File: src/sv/kss_pkg.sv
package kss_pkg;

    // payload and configuration widths
    localparam int OFFSET_W   = 8;
    localparam int VALUE_W    = 8;
    localparam int CFG_IDX_W  = 2;
    localparam int CFG_DATA_W = 9;
    // compare width: holds any position plus offset
    localparam int CMP_W      = 10;

    // configuration register indexes
    localparam logic [CFG_IDX_W-1:0] REG_SET_SIZE    = 2'd0;
    localparam logic [CFG_IDX_W-1:0] REG_SUBSET_SIZE = 2'd1;

    // controller states
    typedef enum logic [0:0] {
        ST_IDLE,
        ST_READ
    } ctrl_state_t;

    // controller to datapath
    typedef struct packed {
        logic issue;   // latch offset and read both store entries
        logic commit;  // write back, advance position, load output word
    } dp_cmd_t;

    // datapath to controller
    typedef struct packed {
        logic out_full;
    } dp_status_t;

endpackage

File: src/sv/kss_if.sv
// input channel: one random offset per word
interface kss_in_if;
    logic                         valid;
    logic                         ready;
    logic [kss_pkg::OFFSET_W-1:0] random_offset;

    modport source (output valid, output random_offset, input ready);
    modport sink   (input valid, input random_offset, output ready);
endinterface

// output channel: one pick per word
interface kss_out_if;
    logic                        valid;
    logic                        ready;
    logic [kss_pkg::VALUE_W-1:0] picked_value;
    logic                        last_pick;
    logic                        bad_offset;

    modport source (output valid, output picked_value, output last_pick,
                    output bad_offset, input ready);
    modport sink   (input valid, input picked_value, input last_pick,
                    input bad_offset, output ready);
endinterface

File: src/sv/kss_ctrl.sv
module kss_ctrl
(
    input  logic                clk,
    input  logic                rst_n,
    input  logic                in_valid,
    output logic                in_ready,
    input  logic                out_ready,
    input  kss_pkg::dp_status_t status,
    output kss_pkg::dp_cmd_t    cmd
);

    kss_pkg::ctrl_state_t state_reg;
    kss_pkg::ctrl_state_t state_next;

    // state register
    always_ff @(posedge clk or negedge rst_n)
    begin
        if (!rst_n)
        begin
            state_reg <= kss_pkg::ST_IDLE;
        end
        else
        begin
            state_reg <= state_next;
        end
    end

    // next state and commands
    always_comb
    begin
        state_next = state_reg;
        in_ready   = 1'b0;
        cmd.issue  = 1'b0;
        cmd.commit = 1'b0;
        case (state_reg)
            kss_pkg::ST_IDLE:
            begin
                in_ready = 1'b1;
                if (in_valid)
                begin
                    cmd.issue  = 1'b1;
                    state_next = kss_pkg::ST_READ;
                end
            end
            kss_pkg::ST_READ:
            begin
                // commit once the output register has room
                if (!status.out_full || out_ready)
                begin
                    cmd.commit = 1'b1;
                    state_next = kss_pkg::ST_IDLE;
                end
            end
            default:
            begin
                state_next = kss_pkg::ST_IDLE;
            end
        endcase
    end

endmodule

File: src/sv/kss_dp.sv
module kss_dp
#(
    parameter int SET_CAPACITY = 256
)
(
    input  logic                             clk,
    input  logic                             rst_n,
    input  logic [kss_pkg::OFFSET_W-1:0]     random_offset,
    input  logic                             out_ready,
    output logic                             out_valid,
    output logic [kss_pkg::VALUE_W-1:0]      picked_value,
    output logic                             last_pick,
    output logic                             bad_offset,
    input  logic                             cfg_we,
    input  logic [kss_pkg::CFG_IDX_W-1:0]    cfg_index,
    input  logic [kss_pkg::CFG_DATA_W-1:0]   cfg_data,
    input  kss_pkg::dp_cmd_t                 cmd,
    output kss_pkg::dp_status_t              status
);

    // largest usable set: limited by capacity and by the size register
    localparam int MAX_N = (SET_CAPACITY < 511) ? SET_CAPACITY : 511;
    localparam int IDX_W = $clog2(MAX_N);
    localparam int NW    = $clog2(MAX_N + 1);
    localparam int DEPTH = 1 << IDX_W;
    localparam int CW    = kss_pkg::CMP_W;
    localparam int VW    = kss_pkg::VALUE_W;
    localparam int DW    = kss_pkg::CFG_DATA_W;

    logic [DW-1:0]    set_size_reg;
    logic [DW-1:0]    subset_size_reg;
    logic [IDX_W-1:0] pos_reg;
    logic [DEPTH-1:0] vld_reg;
    logic [IDX_W-1:0] idx_reg;
    logic             bad_reg;
    logic [VW-1:0]    rd_a_reg;
    logic [VW-1:0]    rd_b_reg;
    logic [VW-1:0]    perm_mem [DEPTH];
    logic             out_valid_reg;
    logic             out_valid_next;
    logic [VW-1:0]    out_value_reg;
    logic             out_last_reg;
    logic             out_bad_reg;

    logic [DW-1:0]    n_floor;
    logic [NW-1:0]    n_eff;
    logic [DW-1:0]    k_eff;
    logic [CW-1:0]    picks;
    logic [CW-1:0]    off_sum;
    logic [CW-1:0]    pos_inc;
    logic             last;
    logic [VW-1:0]    val;
    logic [VW-1:0]    cur;
    logic             cfg_hit;
    logic             good_commit;

    // effective sizes
    always_comb
    begin
        n_floor = (set_size_reg == '0) ? DW'(1) : set_size_reg;
        n_eff   = (n_floor > DW'(MAX_N)) ? NW'(MAX_N) : NW'(n_floor);
        k_eff   = (subset_size_reg == '0) ? DW'(1) : subset_size_reg;
        picks   = (CW'(k_eff) < CW'(n_eff)) ? CW'(k_eff) : CW'(n_eff);
    end

    // range check on the incoming offset
    assign off_sum = CW'(pos_reg) + CW'(random_offset);

    // slot values: unwritten slots read as their own index
    assign val     = vld_reg[idx_reg] ? rd_a_reg : VW'(idx_reg);
    assign cur     = vld_reg[pos_reg] ? rd_b_reg : VW'(pos_reg);
    assign pos_inc = CW'(pos_reg) + CW'(1);
    assign last    = (pos_inc >= picks);

    assign cfg_hit     = cfg_we && ((cfg_index == kss_pkg::REG_SET_SIZE) ||
                                    (cfg_index == kss_pkg::REG_SUBSET_SIZE));
    assign good_commit = cmd.commit && !bad_reg;

    // configuration registers
    always_ff @(posedge clk or negedge rst_n)
    begin
        if (!rst_n)
        begin
            set_size_reg    <= DW'(1);
            subset_size_reg <= DW'(1);
        end
        else if (cfg_we)
        begin
            if (cfg_index == kss_pkg::REG_SET_SIZE)
            begin
                set_size_reg <= cfg_data;
            end
            if (cfg_index == kss_pkg::REG_SUBSET_SIZE)
            begin
                subset_size_reg <= cfg_data;
            end
        end
    end

    // draw position and written marks; a size register write or the last pick restarts the draw
    always_ff @(posedge clk or negedge rst_n)
    begin
        if (!rst_n)
        begin
            pos_reg <= '0;
            vld_reg <= '0;
        end
        else if (cfg_hit)
        begin
            pos_reg <= '0;
            vld_reg <= '0;
        end
        else if (good_commit)
        begin
            if (last)
            begin
                pos_reg <= '0;
                vld_reg <= '0;
            end
            else
            begin
                pos_reg          <= pos_inc[IDX_W-1:0];
                vld_reg[idx_reg] <= 1'b1;
            end
        end
    end

    // latched offset result
    always_ff @(posedge clk)
    begin
        if (cmd.issue)
        begin
            idx_reg <= off_sum[IDX_W-1:0];
            bad_reg <= (off_sum >= CW'(n_eff));
        end
    end

    // permutation store: two registered reads at issue, one write at a good commit
    always_ff @(posedge clk)
    begin
        if (good_commit)
        begin
            perm_mem[idx_reg] <= cur;
        end
        if (cmd.issue)
        begin
            rd_a_reg <= perm_mem[off_sum[IDX_W-1:0]];
            rd_b_reg <= perm_mem[pos_reg];
        end
    end

    // output register valid
    always_comb
    begin
        out_valid_next = out_valid_reg;
        if (cmd.commit)
        begin
            out_valid_next = 1'b1;
        end
        else if (out_ready)
        begin
            out_valid_next = 1'b0;
        end
    end

    always_ff @(posedge clk or negedge rst_n)
    begin
        if (!rst_n)
        begin
            out_valid_reg <= 1'b0;
        end
        else
        begin
            out_valid_reg <= out_valid_next;
        end
    end

    // output word
    always_ff @(posedge clk)
    begin
        if (cmd.commit)
        begin
            out_value_reg <= bad_reg ? '0 : val;
            out_last_reg  <= bad_reg ? 1'b0 : last;
            out_bad_reg   <= bad_reg;
        end
    end

    assign out_valid       = out_valid_reg;
    assign picked_value    = out_value_reg;
    assign last_pick       = out_last_reg;
    assign bad_offset      = out_bad_reg;
    assign status.out_full = out_valid_reg;

    // position stays inside the set
    a_pos_in_range: assert property (@(posedge clk) disable iff (!rst_n)
        CW'(pos_reg) < CW'(n_eff))
        else $error("draw position outside set");

    // a commit never overwrites a word still waiting
    a_commit_room: assert property (@(posedge clk) disable iff (!rst_n)
        cmd.commit |-> (!out_valid_reg || out_ready))
        else $error("output word overwritten");

    // a rejected offset leaves the draw untouched
    a_bad_keeps_state: assert property (@(posedge clk) disable iff (!rst_n)
        (cmd.commit && bad_reg && !cfg_we) |=> ($stable(pos_reg) && $stable(vld_reg)))
        else $error("bad offset changed draw state");

    // a good pick that is not last advances the position by one
    a_pos_advance: assert property (@(posedge clk) disable iff (!rst_n)
        (good_commit && !last && !cfg_we) |=> (pos_reg == $past(pos_reg) + IDX_W'(1)))
        else $error("position did not advance");

endmodule

File: src/sv/k_subset_sampler.sv
// Draws subset_size distinct values out of 0..set_size-1 by a partial shuffle: each
// input word carries one random offset, which must be below set_size minus the
// current draw position; the output word carries the picked value, a flag on the
// last pick of the draw and a flag for an out-of-range offset (then the value is
// zero and nothing changes). A draw ends after min(subset_size, set_size) picks
// and the next word starts a new draw; any write to either size register also
// restarts the draw. For each pick, the accept cycle reads both store entries from
// the registered-read permutation memory, and the commit step, once the output
// register has room, writes the moved element back and loads the output register;
// no new word is taken before that commit. A new input word is taken while the
// previous result still sits in the output register. The written marks are
// flip-flops cleared together: no clearing pass after reset or between draws.
module k_subset_sampler
#(
    parameter int SET_CAPACITY = 256
)
(
    input  logic                           clk,
    input  logic                           rst_n,
    kss_in_if.sink                         in_ch,
    kss_out_if.source                      out_ch,
    input  logic                           cfg_we,
    input  logic [kss_pkg::CFG_IDX_W-1:0]  cfg_index,
    input  logic [kss_pkg::CFG_DATA_W-1:0] cfg_data
);

    kss_pkg::dp_cmd_t    cmd;
    kss_pkg::dp_status_t status;

    // controller
    kss_ctrl u_ctrl
    (
        .clk       (clk),
        .rst_n     (rst_n),
        .in_valid  (in_ch.valid),
        .in_ready  (in_ch.ready),
        .out_ready (out_ch.ready),
        .status    (status),
        .cmd       (cmd)
    );

    // datapath with store and output register
    kss_dp #(
        .SET_CAPACITY (SET_CAPACITY)
    ) u_dp
    (
        .clk           (clk),
        .rst_n         (rst_n),
        .random_offset (in_ch.random_offset),
        .out_ready     (out_ch.ready),
        .out_valid     (out_ch.valid),
        .picked_value  (out_ch.picked_value),
        .last_pick     (out_ch.last_pick),
        .bad_offset    (out_ch.bad_offset),
        .cfg_we        (cfg_we),
        .cfg_index     (cfg_index),
        .cfg_data      (cfg_data),
        .cmd           (cmd),
        .status        (status)
    );

endmodule
File: src/flat_wrapper.sv
// flat-port wrapper written by rule: the top's interface ports become plain ports
module k_subset_sampler_flat 
#(
    parameter int SET_CAPACITY = 256
)
  (clk, rst_n, cfg_we, cfg_index, cfg_data, in_ch_valid, in_ch_random_offset, in_ch_ready, out_ch_valid, out_ch_picked_value, out_ch_last_pick, out_ch_bad_offset, out_ch_ready);
  kss_in_if in_ch_i ();
  kss_out_if out_ch_i ();
  input  logic clk;
  input  logic rst_n;
  input  logic cfg_we;
  input  logic [kss_pkg::CFG_IDX_W-1:0] cfg_index;
  input  logic [kss_pkg::CFG_DATA_W-1:0] cfg_data;
  input wire logic [$bits(in_ch_i.valid)-1:0] in_ch_valid;
  input wire logic [$bits(in_ch_i.random_offset)-1:0] in_ch_random_offset;
  output wire logic [$bits(in_ch_i.ready)-1:0] in_ch_ready;
  output wire logic [$bits(out_ch_i.valid)-1:0] out_ch_valid;
  output wire logic [$bits(out_ch_i.picked_value)-1:0] out_ch_picked_value;
  output wire logic [$bits(out_ch_i.last_pick)-1:0] out_ch_last_pick;
  output wire logic [$bits(out_ch_i.bad_offset)-1:0] out_ch_bad_offset;
  input wire logic [$bits(out_ch_i.ready)-1:0] out_ch_ready;
  assign in_ch_i.valid = in_ch_valid;
  assign in_ch_i.random_offset = in_ch_random_offset;
  assign in_ch_ready = in_ch_i.ready;
  assign out_ch_valid = out_ch_i.valid;
  assign out_ch_picked_value = out_ch_i.picked_value;
  assign out_ch_last_pick = out_ch_i.last_pick;
  assign out_ch_bad_offset = out_ch_i.bad_offset;
  assign out_ch_i.ready = out_ch_ready;
  k_subset_sampler #(.SET_CAPACITY(SET_CAPACITY)) u_core (.clk(clk), .rst_n(rst_n), .in_ch(in_ch_i), .out_ch(out_ch_i), .cfg_we(cfg_we), .cfg_index(cfg_index), .cfg_data(cfg_data));
endmodule
File: config.mk
export PLATFORM = sky130hd
export DESIGN_NAME = k_subset_sampler_flat
export DESIGN_NICKNAME = d
export VERILOG_FILES = /design/src/sv/kss_pkg.sv /design/src/sv/kss_if.sv /design/src/sv/kss_ctrl.sv /design/src/sv/kss_dp.sv /design/src/sv/k_subset_sampler.sv /design/src/flat_wrapper.sv
export SDC_FILE = /design/constraint.sdc
export NUM_CORES = 2
export LEC_CHECK = 0
export BUFFER_PORTS_ARGS = -buffer_cell sky130_fd_sc_hd__buf_4
export CAP_MARGIN = 20
export CORE_MARGIN = 1.5
export CORE_UTILIZATION = 25
export DETAILED_ROUTE_END_ITERATION = 16
export PLACE_DENSITY = 0.43
export SYNTH_ARGS = -nofsm -noshare
export SYNTH_HDL_FRONTEND = slang
export SYNTH_SLANG_ARGS = --single-unit
File: constraint.sdc
create_clock -name clk -period 9.9 [get_ports clk]
set_input_delay 0.99 -clock clk [delete_from_list [all_inputs] [get_ports clk]]
set_output_delay 0.99 -clock clk [all_outputs]
set_load 0.01 [all_outputs]
After elaboration in Yosys (flattened, before gate mapping)
Memory sizes are Yosys's and may differ from the RTL's. A register that Yosys moved wholly into a read port is not among the register bits.
Cells that the tools add are included.
{"block": "word_totals", "out_inout_bits": 12, "reg_bits": 303, "memories": 1, "in_bits": 24, "ramBits": 2048}
{"memory": "u_core.u_dp.perm_mem", "depth": 256, "width": 8, "rd": 2, "rd_ports_with_merged_regs": 2, "wr": 1, "line_no": "kss_dp.sv:38", "source": "logic [VW-1:0] perm_mem [DEPTH];"}
{"block": "op_classes", "n_reduce_logical": 14, "bitwise_logic": 2, "n_mux": 29, "n_lt_le_gt_ge": 7, "addsub": 2, "n_eq_ne": 1}
{"op": "$mux 256", "n": 3}
{"op": "$or 256x256->256", "n": 1}
{"op": "$mux 8", "n": 5}
{"op": "$mux 9", "n": 4}
{"op": "$ge 9x9->1", "n": 2}
{"op": "$logic_not 9->1", "n": 2}
{"op": "$lt 8x9->1 const B", "n": 2}
{"op": "$bmux 1 s8", "n": 2}
{"op": "$mux 1", "n": 13}
{"op": "$add 8x1->9 const B", "n": 1}
{"op": "$add 8x8->9", "n": 1}
{"op": "$gt 9x9->1 const B", "n": 1}
{"op": "$lt 9x9->1", "n": 1}
{"op": "$demux 1 s8", "n": 1}
{"op": "$ge 8x1->1 const B", "n": 1}
{"op": "$reduce_and 2->1", "n": 2}
{"op": "$reduce_bool 2->1", "n": 2}
{"op": "$logic_and 1x1->1", "n": 3}
{"op": "$eq 2x1->1 const B", "n": 1}
{"op": "$logic_not 1->1", "n": 2}
{"op": "$logic_not 2->1", "n": 1}
{"op": "$logic_or 1x1->1", "n": 2}
{"op": "$pmux 1 s2", "n": 1}
{"op": "$not 1->1", "n": 1}

Logic depth before layout (Yosys ltp)
{"block": "logic_depth", "depth_word": 10, "mapped_depth": 23}

Modules after synthesis
From an unflattened synthesis, not the netlist that was laid out.
{"block": "unflattened", "cells_unflattened": 5606, "hier_area_um2": 112233.9}
{"module": "kss_dp", "area_per_inst_um2": 112178.8, "n_inst": 1, "seq_area_each_um2": 69634.3, "cells_per_inst": 5600}
{"module": "kss_ctrl", "area_per_inst_um2": 55.1, "n_inst": 1, "seq_area_each_um2": 25.0, "cells_per_inst": 6}

Worst setup path after synthesis
OpenSTA, ideal clock, no wires.
{"block": "synth_timing", "kind": "register to register", "start": "reg u_core.u_dp.pos_reg[0]", "end": "mem u_core.u_dp.perm_mem[0][6] (netlist name), data pin", "t_arrival_ps": 5932, "synth_period_minus_slack_ps": 6830, "stages_incl_launch_ff": 15, "setup_slack_ps": 3070, "path_cell_list": "dfrtp_1 -> buf_2 -> buf_6 -> buf_6 -> buf_2 -> buf_4 -> buf_2 -> nor2_1 -> a211oi_1 -> a31oi_1 -> nand2_1 -> nor3_1 -> a211o_1 -> nand2_2 -> a32o_1"}
{"block": "synth_between", "elab_chain_len": 3}
{"element": "start, declared", "line_no": "kss_dp.sv:32", "source": "logic [IDX_W-1:0] pos_reg;"}
{"element": "start signal, assigned", "line_no": "kss_dp.sv:122", "source": "pos_reg <= pos_inc[IDX_W-1:0];"}
{"element": "$bmux 1 s8", "line_no": "kss_dp.sv:71", "source": "assign cur = vld_reg[pos_reg] ? rd_b_reg : VW'(pos_reg);"}
{"element": "$mux 1 (implied by the code)", "line_no": "kss_dp.sv:71"}
{"element": "$mux 8", "line_no": "kss_dp.sv:71"}
{"element": "net u_core.u_dp.cur[6]", "line_no": "kss_dp.sv:53", "source": "logic [VW-1:0] cur;"}
{"element": "end, declared", "line_no": "kss_dp.sv:38"}
The timed path passes the listed nets, and every way through them passes these cells. The select of a mux whose other input is x is not followed.

Worst setup path in the final report
{"block": "layout_timing", "start": "reg u_core.u_dp.pos_reg[0]", "end": "mem u_core.u_dp.perm_mem[135][5] (netlist name), data pin"}
The elaborated chain is that of the path after synthesis.

==> impl_metrics.json <==
{
  "die_x_um": 672.3,
  "critPathKind": "reg -> reg",
  "synth_cell_type_count": 57,
  "fmax_mhz": 154.4,
  "largest_reg_flops": 2048,
  "cts_buffer_depth": 4,
  "power_switching_mw": 10.44,
  "worstSetupStartpoint": "u_core.u_dp.pos_reg[0]$_DFFE_PN0P_",
  "area_growth_pct": 15.14,
  "die_h_um": 672.3,
  "p_leak_nw": 42.68,
  "cp-end-kind": "flip-flop",
  "synthTopCellsByArea": "edfxtp_1, mux4_2, dfrtp_1, nor2_1, a31oi_1",
  "internal-power_mw": 21.04,
  "hold_ws_ns": 0.1132,
  "worst_r2r_startpoint": "u_core.u_dp.pos_reg[0]$_DFFE_PN0P_",
  "hold_path.class": "in -> async",
  "clkPwrFrac_pct": 32.5,
  "start_util_pct": 25.13,
  "fin_area_sq_um": 128900,
  "dieArea_sq_um": 452000,
  "syn-num-nets": 5675,
  "critPathTopFamily": "multiplexers",
  "relSlewSlack_pct": 19.06,
  "cts_tree": "built",
  "cts-root-buf": "clkbuf_16",
  "grt_start_max_net_pins": 242,
  "setup-violations-final": 0,
  "syn_inst": 5615,
  "fin_cells": 11800,
  "ios": 36,
  "yosysMostFrequentCell": "edfxtp_1",
  "drtIter0Drc": 6580,
  "clock_latency_ns": 0.95,
  "antenna_found_initial": 25,
  "cts_buffers": 283,
  "regToRegSetupSlack_ns": 3.42,
  "gp_congestion": 0.7924,
  "arrival_ns": 7.02,
  "dpl_cell_area_sq_um": 119900,
  "num_vias": 61530,
  "grt_pass1_vias": 62970,
  "seq_power_share_pct": 36.4,
  "wire_per_inst_um": 33.17,
  "period_share_pct": 65.41,
  "cts_setup_buffers": 0,
  "routed_wl_um": 391500,
  "yosysSeqAreaShare_pct": 62.20,
  "rsz0062_at_grt": "false",
  "start_kind": "flip-flop",
  "grt_overflow_total": 0,
  "drive_above_1_share_pct": 37.52,
  "drc": 0,
  "powerDensity_nw_per_um2": 244.1,
  "cp_num_buf_inv": 2,
  "grt_pass1_wl_um": 540200,
  "row_count": 245,
  "drv_slew": 0,
  "cp_max_fo": 117,
  "avgViaCountPerCell": 5.213,
  "fin_util_pct": 28.93,
  "ctsHtreeMaxLevel": 5,
  "synthArstFlopShare_pct": 12.00,
  "synth-edff-count": 2083,
  "layout.nets": 5709,
  "synth_largest_area_cell": "edfxtp_1",
  "netlist_area_sq_um": 112000,
  "cp_slowest_cell": "dfrtp_4",
  "cts_resized": 0,
  "cts_hold_buf": 0,
  "synth_ff_type": "edfxtp_1",
  "synth-seq-cells": 2367,
  "status": "finished, final reports clean",
  "dpl.cell_count": 11270,
  "ys_warn_count": 0,
  "io_buffers": 35,
  "track_usage_pct": 16.98,
  "setup-tns-final_ns": 0,
  "avgSynthCellArea_sq_um": 19.94,
  "core_sq_um": 445700,
  "crit_required_ns": 10.44,
  "pwr-share-comb_pct": 31.1,
  "peakVddDrop_uv": 273.3,
  "hold_violations": 0,
  "hpwlAfterDp_um": 244100,
  "critPathMaxStageDelay_ns": 1.07,
  "clkTransAtPathRegs_ns": 0.06,
  "min_period_ns": 6.476,
  "synth_top_area_share_pct": 55.85,
  "worstPathCellList": "buf_4 -> mux4_2 -> mux4_2 -> mux4_2 -> a21boi_2 -> nand2_2 -> mux2_8 -> buf_4",
  "path_common_cell": "mux4_2",
  "worst_pin_slew_ns": 1.214,
  "synth_commonest_cells": "edfxtp_1, mux4_2, nor2_1, clkbuf_1, dfrtp_1",
  "detail-route-antenna-nets": 0,
  "fin_skew_ns": 0.05510,
  "max_cap_violations": 0,
  "firstDrtPassIters": 6,
  "netSwitchingFraction_pct": 33.17,
  "clock_sink_count": 2367
}
-- power by group through the flow --
stage	clock network [mW]	logic, mW	registers [mW]
after floorplan	0	6.44	11.5
after global placement	0	10.0	11.7
after detailed placement	0	10.0	11.7
after CTS	10.5	10.0	11.5
after global routing	10.8	10.3	11.5
final	10.2	9.79	11.5
-- cell families (layout without fill, tap and decap cells) --
family,count (synthesis),in the layout,synth area share [%]
adders and majority gates,36,36,0.4089
buffers and inverters,509,766,1.853
xor gates and xnor gates,12,12,0.09386
other,0,4,0
and+or+nand+nor,735,735,2.672
AOI/OAI and AO/OA,395,395,2.302
muxes,1561,1561,30.47
DFF,2367,2367,62.20
-- per-stage QoR --
step	setup slack [ns]	power [mW]
after CTS	3.262	31.96
after floorplan	3.070	17.96
after global routing	2.992	32.55
after global placement	3.444	21.66
final	3.424	31.48
after detailed placement	3.320	21.68
-- layout by cell type, fill, tap and decap left out, types with 17 or more instances in the layout --
master and instances:
nor2_1 543, ha_1 34, a21oi_1 24, buf_4 185, buf_6 26, a22oi_1 21
dfrtp_1 276, mux2i_1 53, clkbuf_16 288, mux4_2 1475, bufinv_16 17, o22ai_1 20
inv_1 18, mux2_2 27, buf_12 21, a22o_1 19, nand2b_1 21, clkbuf_1 69
clkinv_1 53, nor2b_1 18, edfxtp_1 2083, nand2_1 58, a31oi_1 250, clkinv_2 42
-- area by class of cell --
cell class                 instances  area, sq um
inverter                          20        76.32
tap                             5928         7417
antenna                            4        10.01
sequential                      2367        69680
multi-input combinational       2739        40660
clock inverter                   144         1330
timing repair buffer             238         2201
clock buffer                     364         7562
fill                           43660       316800
-- worst paths after layout --
path / end / cells past startpoint
worst max-delay path: u_core.u_dp.perm_mem[135][5]$_DFFE_PP_ / 8
worst min-delay path: u_core.u_dp.vld_reg[35]$_DFFE_PN0P_ / 1
worst min register to register: u_core.u_dp.vld_reg[209]$_DFFE_PN0P_ / 2
max in group asynchronous: u_core.u_dp.pos_reg[0]$_DFFE_PN0P_ / 2
min in group clk: u_core.u_dp.subset_size_reg[5]$_DFFE_PN0P_ / 2
worst max register to register: u_core.u_dp.perm_mem[135][5]$_DFFE_PP_ / 8
-- per-layer routing --
| layer | part of all wire (%) | wire length (um) | vias up | global-route usage (%) |
|---|---|---|---|---|
| met3 | 5.8 | 22700 | 404 | 2.432 |
| met4 | 2.2 | 8670 | 4 | 3.761 |
| met2 | 49 | 191000 | 2230 | 28.18 |
| met1 | 43 | 169100 | 34640 | 23.61 |
| li1 | - | - | 24250 | - |
| met5 | 0.0069 | 27 | - | 0 |
(Power assumes the default switching activity.)
